**src/rtl/tlbpt_pkg.sv**
```systemverilog
// Package for the TLB page table translator.
// Holds default sizes, fixed field widths, the controller state type and the
// page table control and status structs. Depends on nothing.
package tlbpt_pkg;

  localparam int TLBPT_TLB_ENTRIES = 16;
  localparam int TLBPT_PAGE_COUNT  = 256;
  localparam int TLBPT_OFFSET_BITS = 8;

  localparam int ADDR_W      = 16;
  localparam int DATA_W      = 8;
  localparam int HIT_CNT_W   = 32;
  localparam int FAULT_CNT_W = 9;

  typedef enum logic [1:0] {
    ST_IDLE = 2'b01,
    ST_BUSY = 2'b10
  } state_t;

  typedef struct packed {
    logic rd;
    logic wr;
  } pt_ctl_t;

  typedef struct packed {
    logic clearing;
    logic mapped;
  } pt_status_t;

endpackage

```
**src/rtl/tlbpt_cell.sv**
```systemverilog
// One TLB cell: holds a valid bit, a page and a frame, compares its page
// with the lookup page and takes its predecessor's entry when told to shift.
// Depends on tlbpt_pkg.
module tlbpt_cell #(
  parameter int PAGE_W = $clog2(tlbpt_pkg::TLBPT_PAGE_COUNT)
) (
  input  logic              clk,
  input  logic              rst,
  input  logic              upd,
  input  logic [PAGE_W-1:0] lookup_page,
  input  logic              prev_valid,
  input  logic [PAGE_W-1:0] prev_page,
  input  logic [PAGE_W-1:0] prev_frame,
  input  logic              seen_in,
  input  logic [PAGE_W-1:0] frame_in,
  output logic              valid,
  output logic [PAGE_W-1:0] page,
  output logic [PAGE_W-1:0] frame,
  output logic              seen_out,
  output logic [PAGE_W-1:0] frame_out
);
  import tlbpt_pkg::*;

  logic match;

  assign match     = valid && (page == lookup_page);
  assign seen_out  = seen_in || match;
  assign frame_out = match ? frame : frame_in;

  always_ff @(posedge clk) begin
    if (rst) begin
      valid <= 1'b0;
    end else if (upd && !seen_in) begin
      valid <= prev_valid;
    end
  end

  always_ff @(posedge clk) begin
    if (upd && !seen_in) begin
      page  <= prev_page;
      frame <= prev_frame;
    end
  end

endmodule

```
**src/rtl/tlbpt_tlb_row.sv**
```systemverilog
// The TLB as a row of cells kept in recency order, most recent first.
// An update moves the used entry to the front and shifts the ones ahead of it.
// Depends on tlbpt_pkg and tlbpt_cell.
module tlbpt_tlb_row #(
  parameter int TLB_ENTRIES = tlbpt_pkg::TLBPT_TLB_ENTRIES,
  parameter int PAGE_COUNT  = tlbpt_pkg::TLBPT_PAGE_COUNT
) (
  input  logic                          clk,
  input  logic                          rst,
  input  logic                          upd,
  input  logic [$clog2(PAGE_COUNT)-1:0] lookup_page,
  input  logic [$clog2(PAGE_COUNT)-1:0] miss_frame,
  output logic                          hit,
  output logic [$clog2(PAGE_COUNT)-1:0] use_frame
);
  import tlbpt_pkg::*;

  localparam int PAGE_W = $clog2(PAGE_COUNT);

  logic [TLB_ENTRIES-1:0] cell_valid;
  logic [PAGE_W-1:0]      cell_page  [TLB_ENTRIES];
  logic [PAGE_W-1:0]      cell_frame [TLB_ENTRIES];
  logic [TLB_ENTRIES:0]   seen;
  logic [PAGE_W-1:0]      hit_frame  [TLB_ENTRIES+1];

  assign seen[0]      = 1'b0;
  assign hit_frame[0] = '0;
  assign hit          = seen[TLB_ENTRIES];
  assign use_frame    = hit ? hit_frame[TLB_ENTRIES] : miss_frame;

  for (genvar i = 0; i < TLB_ENTRIES; i++) begin : g_cell
    logic              pv;
    logic [PAGE_W-1:0] pp;
    logic [PAGE_W-1:0] pf;

    if (i == 0) begin : g_head
      assign pv = 1'b1;
      assign pp = lookup_page;
      assign pf = use_frame;
    end else begin : g_link
      assign pv = cell_valid[i-1];
      assign pp = cell_page[i-1];
      assign pf = cell_frame[i-1];
    end

    tlbpt_cell #(.PAGE_W(PAGE_W)) u_cell (
      .clk        (clk),
      .rst        (rst),
      .upd        (upd),
      .lookup_page(lookup_page),
      .prev_valid (pv),
      .prev_page  (pp),
      .prev_frame (pf),
      .seen_in    (seen[i]),
      .frame_in   (hit_frame[i]),
      .valid      (cell_valid[i]),
      .page       (cell_page[i]),
      .frame      (cell_frame[i]),
      .seen_out   (seen[i+1]),
      .frame_out  (hit_frame[i+1])
    );
  end

endmodule

```
**src/rtl/tlbpt_page_table.sv**
```systemverilog
// Page table memory: one entry per page with a mapped bit and a frame.
// Cleared by a sweep after reset; read and written in clocked blocks.
// Depends on tlbpt_pkg.
module tlbpt_page_table #(
  parameter int PAGE_COUNT = tlbpt_pkg::TLBPT_PAGE_COUNT
) (
  input  logic                          clk,
  input  logic                          rst,
  input  tlbpt_pkg::pt_ctl_t            ctl,
  input  logic [$clog2(PAGE_COUNT)-1:0] rd_page,
  input  logic [$clog2(PAGE_COUNT)-1:0] wr_page,
  input  logic [$clog2(PAGE_COUNT)-1:0] wr_frame,
  output tlbpt_pkg::pt_status_t         status,
  output logic [$clog2(PAGE_COUNT)-1:0] rd_frame
);
  import tlbpt_pkg::*;

  localparam int PAGE_W = $clog2(PAGE_COUNT);

  logic [PAGE_W:0]   mem [PAGE_COUNT];
  logic [PAGE_W:0]   rd_q;
  logic              clearing;
  logic [PAGE_W-1:0] clr_idx;

  assign status.clearing = clearing;
  assign status.mapped   = rd_q[PAGE_W];
  assign rd_frame        = rd_q[PAGE_W-1:0];

  always_ff @(posedge clk) begin
    if (rst) begin
      clearing <= 1'b1;
      clr_idx  <= '0;
    end else if (clearing) begin
      if (clr_idx == PAGE_W'(PAGE_COUNT - 1)) begin
        clearing <= 1'b0;
      end
      clr_idx <= clr_idx + 1'b1;
    end
  end

  always_ff @(posedge clk) begin
    if (clearing) begin
      mem[clr_idx] <= '0;
    end else if (ctl.wr) begin
      mem[wr_page] <= {1'b1, wr_frame};
    end
    if (ctl.rd) begin
      rd_q <= mem[rd_page];
    end
  end

endmodule

```
**src/rtl/tlb_page_table_translator.sv**
```systemverilog
// On a translation the accept edge reads the page table, and in the busy state
// the design compares the page against every TLB cell, refills the row in
// recency order, writes the page table on a fault and loads the result
// register. A result that waits on a stalled output holds the busy state.
// After reset the page table is swept clear, during which no beat is accepted.
module tlb_page_table_translator #(
  parameter int TLB_ENTRIES = tlbpt_pkg::TLBPT_TLB_ENTRIES,
  parameter int PAGE_COUNT  = tlbpt_pkg::TLBPT_PAGE_COUNT,
  parameter int OFFSET_BITS = tlbpt_pkg::TLBPT_OFFSET_BITS
) (
  input  logic                                 clk,
  input  logic                                 rst,
  input  logic                                 in_valid,
  output logic                                 in_stall,
  input  logic [tlbpt_pkg::ADDR_W-1:0]         logical_address,
  input  logic signed [tlbpt_pkg::DATA_W-1:0]  store_byte,
  output logic                                 out_valid,
  input  logic                                 out_stall,
  output logic [tlbpt_pkg::ADDR_W-1:0]         physical_address,
  output logic signed [tlbpt_pkg::DATA_W-1:0]  data_byte,
  output logic                                 tlb_hit,
  output logic                                 frame_fault,
  output logic [tlbpt_pkg::HIT_CNT_W-1:0]      hit_count,
  output logic [tlbpt_pkg::FAULT_CNT_W-1:0]    fault_count
);
  import tlbpt_pkg::*;

  localparam int PAGE_W  = $clog2(PAGE_COUNT);
  localparam int NEXT_W  = $clog2(PAGE_COUNT + 1);
  localparam int VPN_W   = (OFFSET_BITS < ADDR_W) ? ADDR_W - OFFSET_BITS : 1;
  localparam int STEPS   = (VPN_W > PAGE_W) ? VPN_W - PAGE_W + 1 : 1;

  state_t                   state;
  logic                     accept;
  logic                     proceed;
  logic [31:0]              vpn_wide;
  logic [VPN_W-1:0]         vpn_rem;
  logic [PAGE_W-1:0]        page_in;
  logic [PAGE_W-1:0]        page_reg;
  logic [OFFSET_BITS-1:0]   offset_reg;
  logic signed [DATA_W-1:0] byte_reg;
  logic [NEXT_W-1:0]        next_frame;
  logic [HIT_CNT_W-1:0]     hits_total;
  logic [FAULT_CNT_W-1:0]   faults_total;
  logic [HIT_CNT_W-1:0]     hits_next;
  logic [FAULT_CNT_W-1:0]   faults_next;
  logic                     hit;
  logic                     fault;
  logic [PAGE_W-1:0]        use_frame;
  logic [PAGE_W-1:0]        miss_frame;
  logic [PAGE_W-1:0]        pt_frame;
  logic [31:0]              pa_wide;
  pt_ctl_t                  pt_ctl;
  pt_status_t               pt_status;

  assign in_stall = (state != ST_IDLE) || pt_status.clearing;
  assign accept   = in_valid && !in_stall;
  assign proceed  = (state == ST_BUSY) && (!out_valid || !out_stall);

  // The page number is reduced modulo the page count by constant subtractions.
  always_comb begin
    vpn_wide = 32'(logical_address) >> OFFSET_BITS;
    vpn_rem  = vpn_wide[VPN_W-1:0];
    for (int k = STEPS - 1; k >= 0; k--) begin
      if (32'(vpn_rem) >= (32'(PAGE_COUNT) << k)) begin
        vpn_rem = vpn_rem - VPN_W'(32'(PAGE_COUNT) << k);
      end
    end
    page_in = PAGE_W'(vpn_rem);
  end

  assign miss_frame = pt_status.mapped ? pt_frame : next_frame[PAGE_W-1:0];
  assign fault      = !hit && !pt_status.mapped;
  assign pt_ctl.rd  = accept;
  assign pt_ctl.wr  = proceed && fault;

  assign hits_next   = (hit && (hits_total != '1)) ? hits_total + 1'b1 : hits_total;
  assign faults_next = (fault && (faults_total != '1)) ? faults_total + 1'b1 : faults_total;
  assign pa_wide     = (32'(use_frame) << OFFSET_BITS) | 32'(offset_reg);

  tlbpt_page_table #(.PAGE_COUNT(PAGE_COUNT)) u_page_table (
    .clk     (clk),
    .rst     (rst),
    .ctl     (pt_ctl),
    .rd_page (page_in),
    .wr_page (page_reg),
    .wr_frame(next_frame[PAGE_W-1:0]),
    .status  (pt_status),
    .rd_frame(pt_frame)
  );

  tlbpt_tlb_row #(
    .TLB_ENTRIES(TLB_ENTRIES),
    .PAGE_COUNT (PAGE_COUNT)
  ) u_tlb_row (
    .clk        (clk),
    .rst        (rst),
    .upd        (proceed),
    .lookup_page(page_reg),
    .miss_frame (miss_frame),
    .hit        (hit),
    .use_frame  (use_frame)
  );

  always_ff @(posedge clk) begin
    if (rst) begin
      state        <= ST_IDLE;
      out_valid    <= 1'b0;
      next_frame   <= '0;
      hits_total   <= '0;
      faults_total <= '0;
    end else begin
      case (state)
        ST_IDLE: begin
          if (accept) begin
            state <= ST_BUSY;
          end
        end
        ST_BUSY: begin
          if (proceed) begin
            state <= ST_IDLE;
          end
        end
        default: begin
          state <= ST_IDLE;
        end
      endcase
      if (proceed) begin
        out_valid    <= 1'b1;
        hits_total   <= hits_next;
        faults_total <= faults_next;
        if (fault) begin
          next_frame <= next_frame + 1'b1;
        end
      end else if (!out_stall) begin
        out_valid <= 1'b0;
      end
    end
  end

  always_ff @(posedge clk) begin
    if (accept) begin
      page_reg   <= page_in;
      offset_reg <= logical_address[OFFSET_BITS-1:0];
      byte_reg   <= store_byte;
    end
    if (proceed) begin
      physical_address <= pa_wide[ADDR_W-1:0];
      data_byte        <= byte_reg;
      tlb_hit          <= hit;
      frame_fault      <= fault;
      hit_count        <= hits_next;
      fault_count      <= faults_next;
    end
  end

endmodule

```
**config.mk**
```make
export PLATFORM = sky130hd
export DESIGN_NAME = tlb_page_table_translator
export DESIGN_NICKNAME = d
export VERILOG_FILES = /design/src/rtl/tlbpt_pkg.sv /design/src/rtl/tlbpt_cell.sv /design/src/rtl/tlbpt_tlb_row.sv /design/src/rtl/tlbpt_page_table.sv /design/src/rtl/tlb_page_table_translator.sv
export SDC_FILE = /design/constraint.sdc
export NUM_CORES = 2
export LEC_CHECK = 0
export BUFFER_PORTS_ARGS = -buffer_cell sky130_fd_sc_hd__buf_4
export CAP_MARGIN = 0
export CORE_ASPECT_RATIO = 0.8
export CORE_MARGIN = 8
export CORE_UTILIZATION = 30
export DETAILED_ROUTE_END_ITERATION = 6
export GPL_ROUTABILITY_DRIVEN = 0
export PLACE_DENSITY_LB_ADDON = 0.05
export RECOVER_POWER = 25
export SLEW_MARGIN = 30
export SYNTH_ARGS = -nofsm -noshare
export SYNTH_HDL_FRONTEND = slang
export SYNTH_SLANG_ARGS = --single-unit
```
**constraint.sdc**
```tcl
create_clock -name clk -period 19.1 [get_ports clk]
set_clock_uncertainty 0.1 [all_clocks]
set_input_delay 0.955 -clock clk [delete_from_list [all_inputs] [get_ports clk]]
set_output_delay 0.955 -clock clk [all_outputs]
set_load 0.03 [all_outputs]
```
Yosys cells after proc, flatten, opt, wreduce, memory -nomap -nowiden
Memories as Yosys holds them, arrays and structs flattened. A register that Yosys moved wholly into a read port is not among the register bits. Cells that the tools add are included. W data, S select, Z words.

$add $sub $neg: 4. Equal/unequal tests: 25. Multiplexer cells: 35. Bitwise logic cells: 1. Reduce and logical (&&, ||, !) cells: 77.

Operators by type and width (count): $mux W8 (19); $eq A8 B8 Y1 (16); $logic_and A1 B1 Y1 (37); $add A32 B1 Y32 const B (1); $mux W32 (1); $ne A32 B32 Y1 const B (1); $logic_not A1 Y1 (20); $add A9 B1 Y9 const B (2); $mux W9 (2); $logic_or A1 B1 Y1 (17); $or A16 B8 Y16 (1); $mux W1 (10); $ne A9 B9 Y1 const B (1); $reduce_or A9 Y1 (1); $add A8 B1 Y8 const B (1); $eq A8 B8 Y1 const B (1); $mux W2 (2); $ne A2 B1 Y1 const B (2); $ne A2 B2 Y1 const B (2); $pmux W2 S2 (1); $reduce_and A2 Y1 (2); $eq A2 B1 Y1 const B (1); $eq A2 B2 Y1 const B (1).

Register bits after elaboration: 425. Memory bits (writable): 2304. Input bits: 28. Word-level logic and storage cells: 207. Memories: 1.

Memories: u_page_table.mem (depth 256, width 9, read ports 1, clocked after memory_dff 1, wr ports 1, RTL line tlbpt_page_table.sv:20) `logic [PAGE_W:0] mem [PAGE_COUNT];`.

Longest topological paths before layout
Depth in word-level cells: 25. Mapped depth: 14.

By module
From an unflattened synthesis, not the netlist that was laid out.

Cells, all modules: 5527. Area, all modules: 107906.0 um2.

Modules (own cells, without submodules): tlbpt_page_table (times used 1, cells each 4330, area each 90116.4 um2); tlbpt_cell (times used 16, cells each 41, area each 718.2 um2); tlb_page_table_translator (times used 1, cells each 530, area each 6159.7 um2); tlbpt_tlb_row (times used 1, cells each 11, area each 138.9 um2).

Worst setup path before layout
Ideal clock, no wire load.

Path type: in2reg. Start: input port out_stall. End: memory u_page_table.mem[0][7] (netlist name), data pin. Setup time: 867 ps. Data arrival time: 10047 ps. Setup slack: 8087 ps. Stages on the path: 9. Cells stage by stage: nand2_1 > nand2_1 > inv_1 > nand2_1 > nor3_1 > nand3_1 > buf_4 > inv_1 > and2_1.

Cells in the longest elaborated chain, start to end: 9.

Ends and longest elaborated chain: start: declaration (RTL line tlb_page_table_translator.sv:18) `input logic out_stall,`; $logic_not A1 Y1; $logic_or A1 B1 Y1 (RTL line tlb_page_table_translator.sv:58) `assign proceed = (state == ST_BUSY) && (!out_valid || !out_stall);`; $logic_and A1 B1 Y1 (RTL line tlb_page_table_translator.sv:58); via proceed (RTL line tlb_page_table_translator.sv:35) `logic proceed;`; $logic_and A1 B1 Y1 (RTL line tlb_page_table_translator.sv:75) `assign pt_ctl.wr = proceed && fault;`; $mux W1 (RTL line tlbpt_page_table.sv:44) `end else if (ctl.wr) begin`; $mux W1 (RTL line tlbpt_page_table.sv:42) `if (clearing) begin`; $mux W1 (not written as such) (RTL line tlbpt_page_table.sv:45) `mem[wr_page] <= {1'b1, wr_frame};`; $reduce_or A9 Y1 (no line); $mux W9 (no line); end: declaration (RTL line tlbpt_page_table.sv:20).

The timed path passes the listed nets, and every way through them passes these cells.

Worst setup path after layout
Start: register page_reg[1]. End: memory u_page_table.mem[33][6] (netlist name), data pin.

Cells in the longest elaborated chain, start to end: 25. Elaborated cells on any way between the ends: 55. Classes of those cells: eq/ne (16); mux (4); reduce/logical (35).

Ends and longest elaborated chain: start: declaration (RTL line tlb_page_table_translator.sv:39) `logic [PAGE_W-1:0] page_reg;`; start signal: assignment (RTL line tlb_page_table_translator.sv:143) `page_reg <= page_in;`; $eq A8 B8 Y1 (RTL line tlbpt_cell.sv:26) `assign match = valid && (page == lookup_page);`; $logic_and A1 B1 Y1 (RTL line tlbpt_cell.sv:26); $logic_or A1 B1 Y1 (14 in series) (RTL line tlbpt_cell.sv:27) `assign seen_out = seen_in || match;`; $logic_or A1 B1 Y1 (*) (RTL line tlbpt_cell.sv:27); $logic_not A1 Y1 (*) (RTL line tlb_page_table_translator.sv:73) `assign fault = !hit && !pt_status.mapped;`; $logic_and A1 B1 Y1 (*) (RTL line tlb_page_table_translator.sv:73); $logic_and A1 B1 Y1 (*) (RTL line tlb_page_table_translator.sv:75); $mux W1 (*) (RTL line tlbpt_page_table.sv:44); $mux W1 (*) (RTL line tlbpt_page_table.sv:42); $mux W1 (not written as such) (*) (RTL line tlbpt_page_table.sv:45); $reduce_or A9 Y1 (no line) (*); $mux W9 (no line) (*).

Every way passes the cells marked *; elsewhere a longest branch is shown, timed or not.

==> impl_results.md <==
* Num CTS Buffers at 304
* Grt ovf at 0
* Worst setup margin at between 7 and 8 ns
* Cell Chain, Critical Path: clkbuf_1, xor2_1, nor4_1, nand4_1, nand2_1, nor4_1, clkbuf_1, nand3_1, clkinvlp_2, and2_0, buf_16, buf_4, buf_6
* Root Buffer: clkbuf_16
* Synth Register Bits at about 2700
* Relative slew slack at -258%
* FMAX at between 0.08 and 0.09 GHz
* Initial core utilization at a little under a third
* Sw power at about 2.6 mW
* Crit Path Max Fanout at between 90 and 100
* Synth Flop Type: edfxtp_1
* Critical-path cell with the highest stage delay: clkinvlp_2
* Die Area at approximately 0.38 mm²
* CP bufs+invs at 6
* Sequential area share after synthesis at around 76%
* 1st-iter DRT viols at about 5300
* Register share of total power at between 50% and 60%
* Critical Path AT at ~12 ns
* Post-CTS sizing at 0
* Share of layout cells above drive strength 1 at around 29%
* Cell family with most CP delay: buffers and inverters
* Leading area contributor after synthesis: edfxtp_1
* Number of flip-flops under the largest register name at between 2000 and 2500
* CTS tree: built
* Int Power at 9.89 mW
* Combinational power share at under 10%
* Vias/cell at 5.07
* Post-Syn Area per Cell at 21.2 µm²
* Post-synthesis cell count at roughly 5100
* Clock tree buffer depth at 4
* # DRC at 0
* IO Port Bufs at between 90 and 100
* Cell row count at around 200
* Critical setup path kind: reg -> reg
* Core Region at approximately 0.36 mm²
* Antenna Violating Nets Remaining at 0
* Clk Latency, worst-skew pair at between 0.8 and 0.9 ns
* CP Capture Type: flip-flop
* Mapped Area at roughly 0.11 mm²
* Number of setup buffers added after CTS at 0
* Final hold vios at 0
* Post-layout util at a little over a third
* Hold Crit Class: in -> reg
* Final Cycle Share at 61.0%
* Vias in the first global route at approximately 54000
* Final Max Slew Viols at around 1200
* Worst reg2reg path startpoint: page_reg[1]$_DFFE_PP_
* Worst-path clk slew at roughly 0.060 ns
* Final wirelength at between 300000 and 400000 µm
* Nets at approximately 5500
* Switch share at 21.0%
* Post-synth EDFFs at approximately 2700
* Hold Buf Count CTS at 0
* Number of synthesis warnings at 0
* PwrDens at between 90 and 100 mW/mm²
* Post-synth top area share at approximately 74%
* Yosys cell types at 70
* H-Tree Depth at 5
* Pre-CTS WS at approximately 11 ns
* Startpoint Class: flip-flop
* Drt wl/cell at approximately 31 µm
* Failing checks: capacitance limit, slew limit
* P_leak at roughly 40 nW
* First-pass GRT wire length at between 400000 and 500000 µm
* WP data required at 19.47 ns
* Max_cap viols at 29
* Syn_nets at just over 5000
* DR pass1 iterations at 5
* Fill cells at roughly 33000
* Clock sink count at around 2700
* Ports at 97
* Area Overhead vs Synth at 16.7%
* RSZ-0062 raised after global routing: false
* Outcome: complete, but fails checks
* Final min period at ~12 ns
* Synth top area cells: edfxtp_1, mux4_2, dfxtp_1
* DIE WIDTH at 685 µm
* Initial antenna violation count at between 40 and 50
* FFs w/ async S/R, synth at 0%
* Setup violations, final at 0
* Post-synth top cells: edfxtp_1, mux4_2, nor3_1
* Clk pwr share at between 40% and 50%
* Slew @ Worst Pin at approximately 5.4 ns
* GRT Total Usage at about 17%
* DR vias at between 50000 and 60000
* Maximum VDD drop at approximately 69 µV
* Largest net degree at the start of global routing at 189
* Crit path launch: page_reg[1]$_DFFE_PP_
* Setup TNS at 0 ns
* Die Ht at between 500 and 600 µm
* Dpl hpwl at between 150000 and 200000 µm
* Most frequent cell after synthesis: edfxtp_1
* Hold Path Origin: logical_address[2]
* Slowest stage delay, CP at 3.04 ns
==> worst reg2reg max path: stages (launching register included) <==
cell	delay, ns
edfxtp_1	0.31
clkbuf_1	1.53
xor2_1	0.20
nor4_1	0.37
nand4_1	0.66
nand2_1	0.51
nor4_1	0.11
clkbuf_1	0.35
nand3_1	0.76
clkinvlp_2	3.04
and2_0	1.98
buf_16	0.50
buf_4	0.41
buf_6	0.36
==> worst paths after layout <==
path | end | slack, ns | depth (start not counted)
worst min register to register | data_byte[3]$_DFFE_PP_ | 0.32 | 0
worst max-delay path | u_page_table.mem[33][6]$_DFFE_PP_ | 7.45 | 13
worst max register to register | u_page_table.mem[33][6]$_DFFE_PP_ | 7.45 | 13
worst min-delay path | offset_reg[2]$_DFFE_PP_ | 0.21 | 1
==> cell type report <==
type	count	area [µm²]	share of cell area [%]
inverter	29	110	0.0878
clock buffer	387	8080	6.44
multi-input combinational	1989	25700	20.5
antenna	5	12.5	0.00998
clock inverter	144	1230	0.985
timing repair buffer	445	3190	2.54
tap	4752	5950	4.74
sequential	2729	81200	64.7
==> metrics by stage <==
stage               cells  power, mW  area, µm²  hold slack, ns
finish              10500       12.5     125000           0.207
detailed placement   9940       7.00     117000           0.305
CTS                 10500       12.7     126000          0.0867
floorplan            5066       6.83     107000           0.300
global route        10500       12.9     125000           0.135
global placement     9932       7.00     116000           0.302
==> layout by cell type (no fill, tap or decap), types with 10 or more instances in the layout <==
master / count
xnor2_1: 95
nor2_2: 22
nor2b_1: 12
a22oi_1: 19
nand4_1: 40
buf_4: 277
mux4_2: 756
nor3_4: 26
nand2_1: 99
nor3_1: 186
edfxtp_1: 2652
dfxtp_1: 77
nor3_2: 46
inv_1: 23
nor4_2: 16
clkinv_1: 72
mux2i_1: 20
mux2_2: 10
clkbuf_16: 309
xor2_1: 82
clkinvlp_4: 11
and3_1: 14
or4_1: 24
o22ai_4: 15
clkbuf_1: 200
clkbuf_4: 15
bufinv_16: 20
a21oi_1: 55
o21ai_0: 41
or3_1: 27
nor3b_1: 11
o31ai_1: 22
buf_12: 11
nand3_1: 64
o22ai_1: 11
a31oi_1: 11
nor4_1: 38
clkinv_2: 34
nor2_1: 95
nand2b_1: 11
==> cells by family (layout without fill, tap and decap cells) <==
family,count (synthesis),in the layout,synth area share (%)
compound gates,237,237,1.48
xor+xnor,177,177,1.44
fa+ha+maj,5,5,0.0582
buf+inv,348,1005,1.40
flops,2729,2729,75.5
mux,792,792,16.2
other cells,0,5,0
simple gates,778,778,3.86
==> per-layer routing <==
layer	vias up	GRT usage (%)	share of wire (%)
li1	22200	-	-
met1	29200	26.2	49
met2	1387	25.9	44
met3	351	2.51	5.0
met4	0	3.33	1.9
met5	-	0	0
==> power groups by stage <==
stage	clock, mW	sequential, mW	combinational, mW
finish	5.65	6.48	0.387
global route	6.05	6.47	0.407
global placement	0	6.60	0.391
detailed placement	0	6.60	0.393
floorplan	0	6.60	0.227
CTS	5.83	6.48	0.394
No activity file was read; power rests on OpenSTA's default activity.
